File: src/trl_pkg.sv
// types and constants shared by the timestamped ring logger
package trl_pkg;

   localparam int CSR_W       = 7;
   localparam int COUNT_OUT_W = 7;
   localparam int SLOT_OUT_W  = 6;
   localparam int AGE_W       = 6;

   localparam logic [CSR_W-1:0] CSR_SLOTS_RESET = 7'd64;

   typedef logic [1:0] cmd_type;
   localparam cmd_type CMD_STORE = 2'd0;
   localparam cmd_type CMD_READ  = 2'd1;
   localparam cmd_type CMD_CLEAR = 2'd2;

   typedef struct packed {
      cmd_type           command;
      logic [5:0]        year;
      logic [3:0]        month;
      logic [4:0]        day;
      logic [4:0]        hour;
      logic [5:0]        minute;
      logic [5:0]        second;
      logic signed [7:0] temperature;
      logic signed [7:0] humidity;
      logic [AGE_W-1:0]  age;
   } req_type;

   typedef struct packed {
      logic                   record_valid;
      logic [5:0]             out_year;
      logic [3:0]             out_month;
      logic [4:0]             out_day;
      logic [4:0]             out_hour;
      logic [5:0]             out_minute;
      logic [5:0]             out_second;
      logic signed [7:0]      out_temperature;
      logic signed [7:0]      out_humidity;
      logic [COUNT_OUT_W-1:0] record_count;
      logic [SLOT_OUT_W-1:0]  next_slot;
   } rsp_type;

   // stored layout: humidity 47:40, temperature 39:32, time word 31:0
   // (year 26, month 22, day 17, hour 12, minute 6, second 0)
   typedef struct packed {
      logic [7:0] humidity;
      logic [7:0] temperature;
      logic [5:0] year;
      logic [3:0] month;
      logic [4:0] day;
      logic [4:0] hour;
      logic [5:0] minute;
      logic [5:0] second;
   } record_type;

   // per-transaction status carried from the pointer logic to the result stage
   typedef struct packed {
      logic                   record_valid;
      logic [COUNT_OUT_W-1:0] record_count;
      logic [SLOT_OUT_W-1:0]  next_slot;
   } meta_type;

endpackage

File: src/timestamped_ring_logger_unit.sv
// top level of the timestamped ring logger
//
//  channel | direction | handshake            | payload
//  req     | in        | req_valid/req_stall  | req_data (req_type)
//  rsp     | out       | rsp_valid/rsp_stall  | rsp_data (rsp_type)
//  csr     | in        | csr_wr_en            | csr_wr_data (slot count)
//
// one transaction per cycle while req_stall is low; each result is registered and
// appears in the cycle after acceptance, through the registered read port of the record store
// reset clears the pointer, the fill count and the output valid; slot count
// returns to 64; stored records are not cleared
// a stalled result holds its register; req_stall follows rsp_stall while it waits
module timestamped_ring_logger_unit
   import trl_pkg::*;
#(
   parameter int SLOTS = 64
) (
   input  logic             clock,
   input  logic             reset,
   input  logic             req_valid,
   output logic             req_stall,
   input  req_type          req_data,
   output logic             rsp_valid,
   input  logic             rsp_stall,
   output rsp_type          rsp_data,
   input  logic             csr_wr_en,
   input  logic [CSR_W-1:0] csr_wr_data
);

   localparam int SLOT_W  = $clog2(SLOTS);
   localparam int COUNT_W = $clog2(SLOTS + 1);

   logic              accept;
   logic              mem_wr_en;
   logic [SLOT_W-1:0] mem_wr_addr;
   record_type        mem_wr_data;
   logic              mem_rd_en;
   logic [SLOT_W-1:0] mem_rd_addr;
   record_type        rd_data;
   meta_type          meta;
   meta_type          meta_ff;
   logic              rsp_valid_ff;

   assign req_stall = rsp_valid_ff && rsp_stall;
   assign accept    = req_valid && !req_stall;

   trl_ctrl #(
      .SLOTS   (SLOTS),
      .SLOT_W  (SLOT_W),
      .COUNT_W (COUNT_W)
   ) u_ctrl (
      .clock       (clock),
      .reset       (reset),
      .csr_wr_en   (csr_wr_en),
      .csr_wr_data (csr_wr_data),
      .accept      (accept),
      .req         (req_data),
      .mem_wr_en   (mem_wr_en),
      .mem_wr_addr (mem_wr_addr),
      .mem_wr_data (mem_wr_data),
      .mem_rd_en   (mem_rd_en),
      .mem_rd_addr (mem_rd_addr),
      .meta        (meta)
   );

   trl_mem #(
      .SLOTS  (SLOTS),
      .SLOT_W (SLOT_W)
   ) u_mem (
      .clock   (clock),
      .wr_en   (mem_wr_en),
      .wr_addr (mem_wr_addr),
      .wr_data (mem_wr_data),
      .rd_en   (mem_rd_en),
      .rd_addr (mem_rd_addr),
      .rd_data (rd_data)
   );

   always_ff @(posedge clock) begin
      if (reset) begin
         rsp_valid_ff <= 1'b0;
      end else if (accept) begin
         rsp_valid_ff <= 1'b1;
      end else if (!rsp_stall) begin
         rsp_valid_ff <= 1'b0;
      end
   end

   always_ff @(posedge clock) begin
      if (accept) begin
         meta_ff <= meta;
      end
   end

   // record fields read as zero unless a read found a stored record
   always_comb begin
      rsp_data              = '0;
      rsp_data.record_valid = meta_ff.record_valid;
      rsp_data.record_count = meta_ff.record_count;
      rsp_data.next_slot    = meta_ff.next_slot;
      if (meta_ff.record_valid) begin
         rsp_data.out_year        = rd_data.year;
         rsp_data.out_month       = rd_data.month;
         rsp_data.out_day         = rd_data.day;
         rsp_data.out_hour        = rd_data.hour;
         rsp_data.out_minute      = rd_data.minute;
         rsp_data.out_second      = rd_data.second;
         rsp_data.out_temperature = rd_data.temperature;
         rsp_data.out_humidity    = rd_data.humidity;
      end
   end

   assign rsp_valid = rsp_valid_ff;

endmodule

File: src/trl_mem.sv
// record store: one write port, one read port with registered read data
module trl_mem
   import trl_pkg::*;
#(
   parameter int SLOTS  = 64,
   parameter int SLOT_W = 6
) (
   input  logic              clock,
   input  logic              wr_en,
   input  logic [SLOT_W-1:0] wr_addr,
   input  record_type        wr_data,
   input  logic              rd_en,
   input  logic [SLOT_W-1:0] rd_addr,
   output record_type        rd_data
);

   record_type mem_ff [SLOTS];
   record_type rd_data_ff;

   always_ff @(posedge clock) begin
      if (wr_en) begin
         mem_ff[wr_addr] <= wr_data;
      end
      if (rd_en) begin
         rd_data_ff <= mem_ff[rd_addr];
      end
   end

   assign rd_data = rd_data_ff;

endmodule

File: src/trl_ctrl.sv
// slot count register, write pointer, fill count and read address logic
module trl_ctrl
   import trl_pkg::*;
#(
   parameter int SLOTS   = 64,
   parameter int SLOT_W  = 6,
   parameter int COUNT_W = 7
) (
   input  logic               clock,
   input  logic               reset,
   input  logic               csr_wr_en,
   input  logic [CSR_W-1:0]   csr_wr_data,
   input  logic               accept,
   input  req_type            req,
   output logic               mem_wr_en,
   output logic [SLOT_W-1:0]  mem_wr_addr,
   output record_type         mem_wr_data,
   output logic               mem_rd_en,
   output logic [SLOT_W-1:0]  mem_rd_addr,
   output meta_type           meta
);

   localparam int EFF_W = (COUNT_W > CSR_W) ? COUNT_W : CSR_W;
   localparam int IDX_W = EFF_W + 1;

   logic [CSR_W-1:0]   slots_ff;
   logic [SLOT_W-1:0]  slot_ff;
   logic [SLOT_W-1:0]  slot_in;
   logic [COUNT_W-1:0] count_ff;
   logic [COUNT_W-1:0] count_in;
   logic               wrapped_ff;
   logic               wrapped_in;

   logic [EFF_W-1:0]   slots_eff;
   logic [EFF_W-1:0]   slot_next;
   logic [EFF_W-1:0]   count_ext;
   logic [EFF_W-1:0]   limit;
   logic [EFF_W-1:0]   age_clamped;
   logic [IDX_W-1:0]   back;
   logic [IDX_W-1:0]   slot_wide;
   logic [IDX_W-1:0]   rd_idx;
   logic               is_read;

   // slot count of 0 acts as 1, above the store depth acts as the depth
   always_comb begin
      slots_eff = EFF_W'(slots_ff);
      if (slots_ff == '0) begin
         slots_eff = EFF_W'(1);
      end else if (EFF_W'(slots_ff) > EFF_W'(SLOTS)) begin
         slots_eff = EFF_W'(SLOTS);
      end
   end

   assign slot_next = EFF_W'(slot_ff) + EFF_W'(1);
   assign count_ext = EFF_W'(count_ff);
   assign limit     = (count_ext < slots_eff) ? count_ext : slots_eff;
   assign is_read   = (req.command == CMD_READ);

   always_comb begin
      age_clamped = EFF_W'(req.age);
      if (age_clamped >= limit) begin
         age_clamped = limit - EFF_W'(1);
      end
   end

   // step back from the write slot, wrapping round the region in use
   assign back      = IDX_W'(age_clamped) + IDX_W'(1);
   assign slot_wide = IDX_W'(slot_ff);
   always_comb begin
      if (slot_wide >= back) begin
         rd_idx = slot_wide - back;
      end else begin
         rd_idx = slot_wide + IDX_W'(slots_eff) - back;
      end
   end

   always_comb begin
      slot_in    = slot_ff;
      count_in   = count_ff;
      wrapped_in = wrapped_ff;
      unique case (req.command)
         CMD_STORE: begin
            if (!wrapped_ff) begin
               count_in = count_ff + COUNT_W'(1);
            end
            if (slot_next >= slots_eff) begin
               slot_in    = '0;
               wrapped_in = 1'b1;
            end else begin
               slot_in = slot_next[SLOT_W-1:0];
            end
         end
         CMD_CLEAR: begin
            slot_in    = '0;
            count_in   = '0;
            wrapped_in = 1'b0;
         end
         default: begin
         end
      endcase
   end

   always_ff @(posedge clock) begin
      if (reset) begin
         slots_ff   <= CSR_SLOTS_RESET;
         slot_ff    <= '0;
         count_ff   <= '0;
         wrapped_ff <= 1'b0;
      end else begin
         if (csr_wr_en) begin
            slots_ff <= csr_wr_data;
         end
         if (accept) begin
            slot_ff    <= slot_in;
            count_ff   <= count_in;
            wrapped_ff <= wrapped_in;
         end
      end
   end

   assign mem_wr_en   = accept && (req.command == CMD_STORE);
   assign mem_wr_addr = slot_ff;
   assign mem_wr_data = '{humidity:    req.humidity,
                          temperature: req.temperature,
                          year:        req.year,
                          month:       req.month,
                          day:         req.day,
                          hour:        req.hour,
                          minute:      req.minute,
                          second:      req.second};

   assign mem_rd_en   = accept && is_read;
   assign mem_rd_addr = rd_idx[SLOT_W-1:0];

   assign meta.record_valid = is_read && (count_ff != '0);
   assign meta.record_count = COUNT_OUT_W'(count_in);
   assign meta.next_slot    = SLOT_OUT_W'(slot_in);

endmodule

File: config.mk
export PLATFORM = sky130hd
export DESIGN_NAME = timestamped_ring_logger_unit
export DESIGN_NICKNAME = d
export VERILOG_FILES = /design/src/trl_pkg.sv /design/src/timestamped_ring_logger_unit.sv /design/src/trl_mem.sv /design/src/trl_ctrl.sv
export SDC_FILE = /design/constraint.sdc
export NUM_CORES = 2
export LEC_CHECK = 0
export ABC_AREA = 1
export BUFFER_PORTS_ARGS = -buffer_cell sky130_fd_sc_hd__buf_2
export CAP_MARGIN = 0
export CORE_MARGIN = 5
export CORE_UTILIZATION = 35
export DETAILED_ROUTE_END_ITERATION = 8
export MAX_ROUTING_LAYER = met4
export PLACE_DENSITY = 0.45
export SLEW_MARGIN = 30
export SYNTH_ARGS = -nofsm -noshare
export SYNTH_HDL_FRONTEND = slang
export SYNTH_SLANG_ARGS = --single-unit
export TNS_END_PERCENT = 5
File: constraint.sdc
create_clock -name clock -period 18.2 [get_ports clock]
set_clock_uncertainty 0.05 [all_clocks]
set_input_delay 2.73 -clock clock [delete_from_list [all_inputs] [get_ports clock]]
set_output_delay 2.73 -clock clock [all_outputs]
set_load 0.02 [all_outputs]
# Word-level counts from Yosys, hierarchy flattened
# Memories as Yosys holds them, arrays and structs flattened. A register that Yosys moved wholly into a read port is not among the register bits.
# Cells that the tools add are included.
[totals]
reg_bits = 36
input_bits = 68
elab_cells = 52
output_inout_bits = 64
ramBits = 3072
memories = 1
[memory_table]
columns = ["name", "depth", "width", "read_ports", "rd_clocked_by_memory_dff", "write_ports", "line", "source"]
rows = [
  ["u_mem.mem_ff", 64, 48, 1, 1, 1, "trl_mem.sv:17", "record_type mem_ff [SLOTS];"],
]
[op_classes]
add_sub_neg = 7
n_lt_le_gt_ge = 5
mux = 16
eq_ne = 4
reduce_logical = 11
[ops]
columns = ["operator", "count"]
rows = [
  ["48-bit 2-to-1 mux", 1],
  ["7-bit 2-to-1 mux", 5],
  ["7-bit case mux with 2 select lines", 1],
  ["6-bit 2-to-1 mux", 2],
  ["6-bit case mux with 2 select lines", 1],
  ["6-bit subtractor", 2],
  ["7-bit by 1-bit adder with 8-bit output, second input constant", 1],
  ["6-bit by 8-bit greater-or-equal comparator with 1-bit output", 1],
  ["6-bit by 1-bit adder with 7-bit output, second input constant", 1],
  ["7-bit by 1-bit adder with 7-bit output, second input constant", 1],
  ["6-bit by 7-bit greater-or-equal comparator with 1-bit output", 1],
  ["7-bit greater-or-equal comparator", 1],
  ["7-bit > comparator, second input constant", 1],
  ["7-bit logical NOT", 1],
  ["7-bit < comparator", 1],
  ["7-bit nonzero test", 1],
  ["7-bit by 1-bit subtractor with 7-bit output, second input constant", 1],
  ["6-bit adder", 1],
  ["1-bit logical AND", 5],
  ["1-bit 2-to-1 mux", 5],
  ["2-bit by 1-bit inequality test with 1-bit output, second input constant", 2],
  ["3-bit AND reduction", 1],
  ["2-bit by 1-bit equality test with 1-bit output, second input constant", 1],
  ["2-bit equality test, second input constant", 1],
  ["other kinds (4)", 4],
]

# Depth between registers and ports, before layout
[depth]
depth_word = 10
mapped_depth = 45
ltp_nobuf = 42

# By module
# From an unflattened synthesis, not the netlist that was laid out.
[unflattened]
cells_unflattened = 10705
hier_area_um2 = 128872.3
[modules_own_cells]
columns = ["module", "cells_per_inst", "instances", "area_each_um2", "seq_area_each_um2"]
rows = [
  ["trl_mem", 10108, 1, 124811.0, 93689.9],
  ["trl_ctrl", 476, 1, 3200.6, 420.4],
  ["timestamped_ring_logger_unit", 121, 1, 860.8, 440.4],
]

# Least setup slack after synthesis
# Ideal clock, no wire load.
[synth_timing]
path_type = "input to register"
start = "input req_data[5] (netlist name)"
end = "register u_mem.rd_data[36] (netlist name)"
required_ns = 18.019
path_slack_ns = 11.270
cell_stages = 30
arrival_ns = 6.749
setup_time_ns = 0.131
path_cell_list = "ha_1 > inv_1 > nor2_1 > nand2_1 > nor2_1 > a21oi_4 > nand2_4 > nand2_1 > nand2_1 > ha_1 > nand3_1 > nand2_1 > xor2_1 > inv_1 > ha_1 > ha_1 > a21oi_1 > nand2_1 > nand2_1 > nand2_1 > a21oi_1 > xor2_1 > or2_2 > nand3_1 > nand2_1 > inv_1 > clkbuf_1 > buf_1 > nand3_1 > nand2_1"
[synth_via]
elab_chain_cells = 5
[synth_rtl]
columns = ["element", "line", "source"]
rows = [
  ["start, declared", "timestamped_ring_logger_unit.sv:22", "input req_type req_data,"],
  ["6-bit by 7-bit greater-or-equal comparator with 1-bit output", "trl_ctrl.sv:61", "if (age_clamped >= limit) begin"],
  ["7-bit 2-to-1 mux *", "trl_ctrl.sv:61", ""],
  ["7-bit by 1-bit adder with 8-bit output *", "trl_ctrl.sv:67", "assign back = IDX_W'(age_clamped) + IDX_W'(1);"],
  ["6-bit by 8-bit greater-or-equal comparator with 1-bit output (tied with other cells)", "trl_ctrl.sv:70", "if (slot_wide >= back) begin"],
  ["6-bit 2-to-1 mux *", "trl_ctrl.sv:70", ""],
]
# Mark *: on every way between the ends. The rest lies on a longest branch, timed or not.
# A chain may end at the register's enable or synchronous reset.

# Worst setup path after layout
[layout_timing]
start = "register u_ctrl.slots_ff[0]"
end = "register u_mem.rd_data[39] (netlist name)"
[layout_via]
elab_chain_cells = 10
[layout_rtl]
columns = ["element", "line", "source"]
rows = [
  ["start, declared", "trl_ctrl.sv:26", "logic [CSR_W-1:0] slots_ff;"],
  ["start signal, assigned", "trl_ctrl.sv:111", "slots_ff <= csr_wr_data;"],
  ["7-bit > comparator", "trl_ctrl.sv:49", "end else if (EFF_W'(slots_ff) > EFF_W'(SLOTS)) begin"],
  ["7-bit 2-to-1 mux", "trl_ctrl.sv:49", ""],
  ["7-bit 2-to-1 mux *", "trl_ctrl.sv:47", "if (slots_ff == '0) begin"],
  ["7-bit < comparator", "trl_ctrl.sv:56", "assign limit = (count_ext < slots_eff) ? count_ext : slots_eff;"],
  ["7-bit 2-to-1 mux", "trl_ctrl.sv:56", ""],
  ["7-bit by 1-bit subtractor with 7-bit output or 6-bit by 7-bit greater-or-equal comparator with 1-bit output (tied branches)", "trl_ctrl.sv:62, trl_ctrl.sv:61", ""],
  ["7-bit 2-to-1 mux", "trl_ctrl.sv:61", ""],
  ["7-bit by 1-bit adder with 8-bit output", "trl_ctrl.sv:67", ""],
  ["6-bit by 8-bit greater-or-equal comparator with 1-bit output (tied with other cells)", "trl_ctrl.sv:70", ""],
  ["6-bit 2-to-1 mux *", "trl_ctrl.sv:70", ""],
]
# Marked as above.

==> impl_metrics.yaml <==
yosys:
  synth_top_family_by_area: "simple AND/OR/NAND/NOR gates"
  yosysTopAreaCellShare_pct: 67.5
  synth.area.mux_share_pct: 0
  synth_xor_xnor_area_share_pct: 0.0816
  synth_enable_flop_cells: 3134
  synth_common_cells: "nand3_1 (3274), nand2_1 (3149), edfxtp_1 (3134)"
  synth_top_area_cell: "edfxtp_1"
  syn_area_um2: 139000
  synth_nets: 13700
  ys.flop_type: "edfxtp_1"
  synth_compound_area_share_pct: 0.332
  synthSimpleGateAreaFrac_pct: 20.7
  ys_ff_latch: 3156
  postSynth.asyncResetShare_pct: 0
  synth_area_leaders: "edfxtp_1 (67%), nand3_1 (12%), nand2_1 (8.5%), inv_1 (8.1%), buf_2 (1.6%)"
  yosys.cell_count.top_type: "nand3_1"
  yosysSeqAreaShare_pct: 67.8
  synth_fa_ha_area_share_pct: 0.312
  synthCells: 13600
  ys.warnings.count: 0
  ys_types: 39
  synth.avg_cell_area_um2: 10.3
floorplanning:
  initial_core_util_pct: 35.2
  die_area_um2: 411000
  ios: 132
  die_w_um: 641
  rows: 231
  die_h_um: 641
  core_region_area_um2: 397000
placed_design:
  hpwl_um: 255000
  pre_cts_slack_ps: 7780
  io_buffers: 131
  placed_area_um2: 146000
  gp_congestion: 0.799
timing:
  rsz0062_at_grt: "no"
  fmax_mhz: 97.2
  slew_violations: 0
  period_needed_ps: 10290
  finalWorstSetupSlack_ps: 7910
  post-route-period-util_pct: 56.5
  hold_viol: 0
  worst_pin_slew_ps: 1060
  slew_headroom_pct: 29.2
  setup_viol: 0
  setup_tns_ps: 0
grt:
  grt_pass1_vias: 89600
  antenna_found_initial: 36
  track_usage_pct: 23.9
  grt_max_degree: 160
  grt_pass1_wl_um: 690000
  gr-total-overflow: 0
critical_path:
  cpMaxStageDelayCell: "buf_4"
  critPathCaptureType: "flop"
  worstPathArrival_ps: 10900
  max_stage_delay_ps: 810
  startpoint_type: "flop"
  required_ps: 18810
  path_common_cell: "nand2_1"
  crit_fanout: 121
  path_class: "reg -> reg"
drt:
  ant_nets: 0
  dr.pass1.iters: 6
  drt_iter0_markers: 9410
  post-route-drc-count: 0
  vias: 95200
  vias_per_cell: 4.97
  wl_per_cell_um: 25.5
  routed_wl_um: 490000
pwr:
  power.switching_uw: 12400
  switching_share_pct: 44.6
  clkPwrFrac_pct: 25.1
  p_leak_uw: 0.0665
  peakVddDrop_mv: 0.283
  comb_power_share_pct: 45.5
  p_per_area_nw_per_um2: 177
  p_int_uw: 15400
  p_seq_share_pct: 29.4
cts:
  cts-root-buf: "clkbuf_16"
  cts_tree: "yes"
  cts_sinks: 3156
  cts.clk_slew.worst_paths_ps: 60
  hold_buffers: 0
  cts_resized: 0
  cts.htree.levels: 5
  cts_buffers: 358
  cts_buffer_depth: 4
  post_cts_buffers: 0
  clock_latency_ps: 930
min_path:
  hp-class: "reg -> reg"
final_layout:
  drive_gt1_share_pct: 7.10
  synthToLayoutAreaGrowth_pct: 12.8
  fin_area_um2: 157000
  finish.utilization_pct: 39.7
  finalNetCount: 13700
run:
  maxCapViolCount: 0
status:
  status: "completed"
-- power groups by stage --
| stage | registers, uW | clock network [uW] | logic [uW] |
|---|---|---|---|
| finish | 8190 | 7000 | 12700 |
| global route | 8190 | 7430 | 13800 |
| CTS | 8200 | 7150 | 12800 |
| detailed placement | 8350 | 0 | 12700 |
| global placement | 8350 | 0 | 12700 |
| floorplan | 8290 | 0 | 8290 |
-- layout by cell type (no fill, tap or decap), types with 5 or more instances in the layout --
cell          n
nor2_1       51
nor2_4       65
clkinv_2     57
inv_2         5
nand2_1    3147
buf_4       263
inv_6        10
buf_16        8
clkinv_8      5
clkbuf_16   360
ha_1         30
clkbuf_1     94
clkinv_1     80
xor2_1        9
nor2_2        5
bufinv_16    25
o21ai_2       5
dfxtp_1      22
buf_12       20
nand3_1    3273
inv_1      2998
a21oi_1      29
diode_2      21
nand2_2      11
o21ai_0      21
edfxtp_1   3134
nand4_1      13
buf_2       108
-- logic make-up after synthesis --
group	after synthesis
and+or+nand+nor	6581
buffers and inverters	3721
DFF	3156
AOI/OAI and AO/OA	76
adders and majority gates	33
xor gates and xnor gates	13
-- through the flow --
step           power (uW)  hold slack, ps  instances
3_5_place_dp        21100             432      18500
4_1_cts             28100             445      19200
6_report            27900             439      19200
3_3_place_gp        21100             420      18500
5_1_grt             29400             481      19200
2_1_floorplan       16600             399      13600
-- routing by layer --
metal | GRT usage, % | routed length (um)
met5 | - | 0
met4 | 5.77 | 12600
met3 | 2.76 | 28500
met2 | 37.3 | 225000
met1 | 33.6 | 223000
-- path summary, 6_finish.rpt --
kind | startpoint | end | slack (ps) | cells after the start
worst max-delay path | u_ctrl.slots_ff[0] | u_mem.rd_data[39] | 7910 | 38
worst min-delay path | rsp_valid | rsp_valid | 440 | 2
worst max register to register | u_ctrl.slots_ff[0] | u_mem.rd_data[39] | 7910 | 38
worst min register to register | rsp_valid | rsp_valid | 440 | 2
-- layout make-up --
cell class	count	area [um2]
diodes	21	52.6
repair buffers	403	3180
well taps	5242	6560
multi-input cells	6703	30600
inverters	3008	11300
clock inverters	183	1620
fillers	38700	239000
clock buffers	458	9420
flip-flops and latches	3156	94600
-- sequential cells by signal (all words and copies together) (netlist names) --
name and flops:
rsp_data 14, u_mem.rd_data 48, u_ctrl.mem_wr_addr 6, u_ctrl.slots_ff 7
u_mem.mem_ff 3072, rsp_valid 1, u_ctrl.wrapped_ff 1, u_ctrl.count_ext 7
-- worst max-delay path: cells and delay by family, from the launching register on --
kind                     cells  cell delay (ps)
AO/OA/AOI/OAI                4             1450
adder cells (fa/ha/maj)      4             1380
buffers and inverters        5             2050
flip-flops                   1              320
AND/OR/NAND/NOR             25             4390
Note: power is estimated with default switching activity, not from simulation.
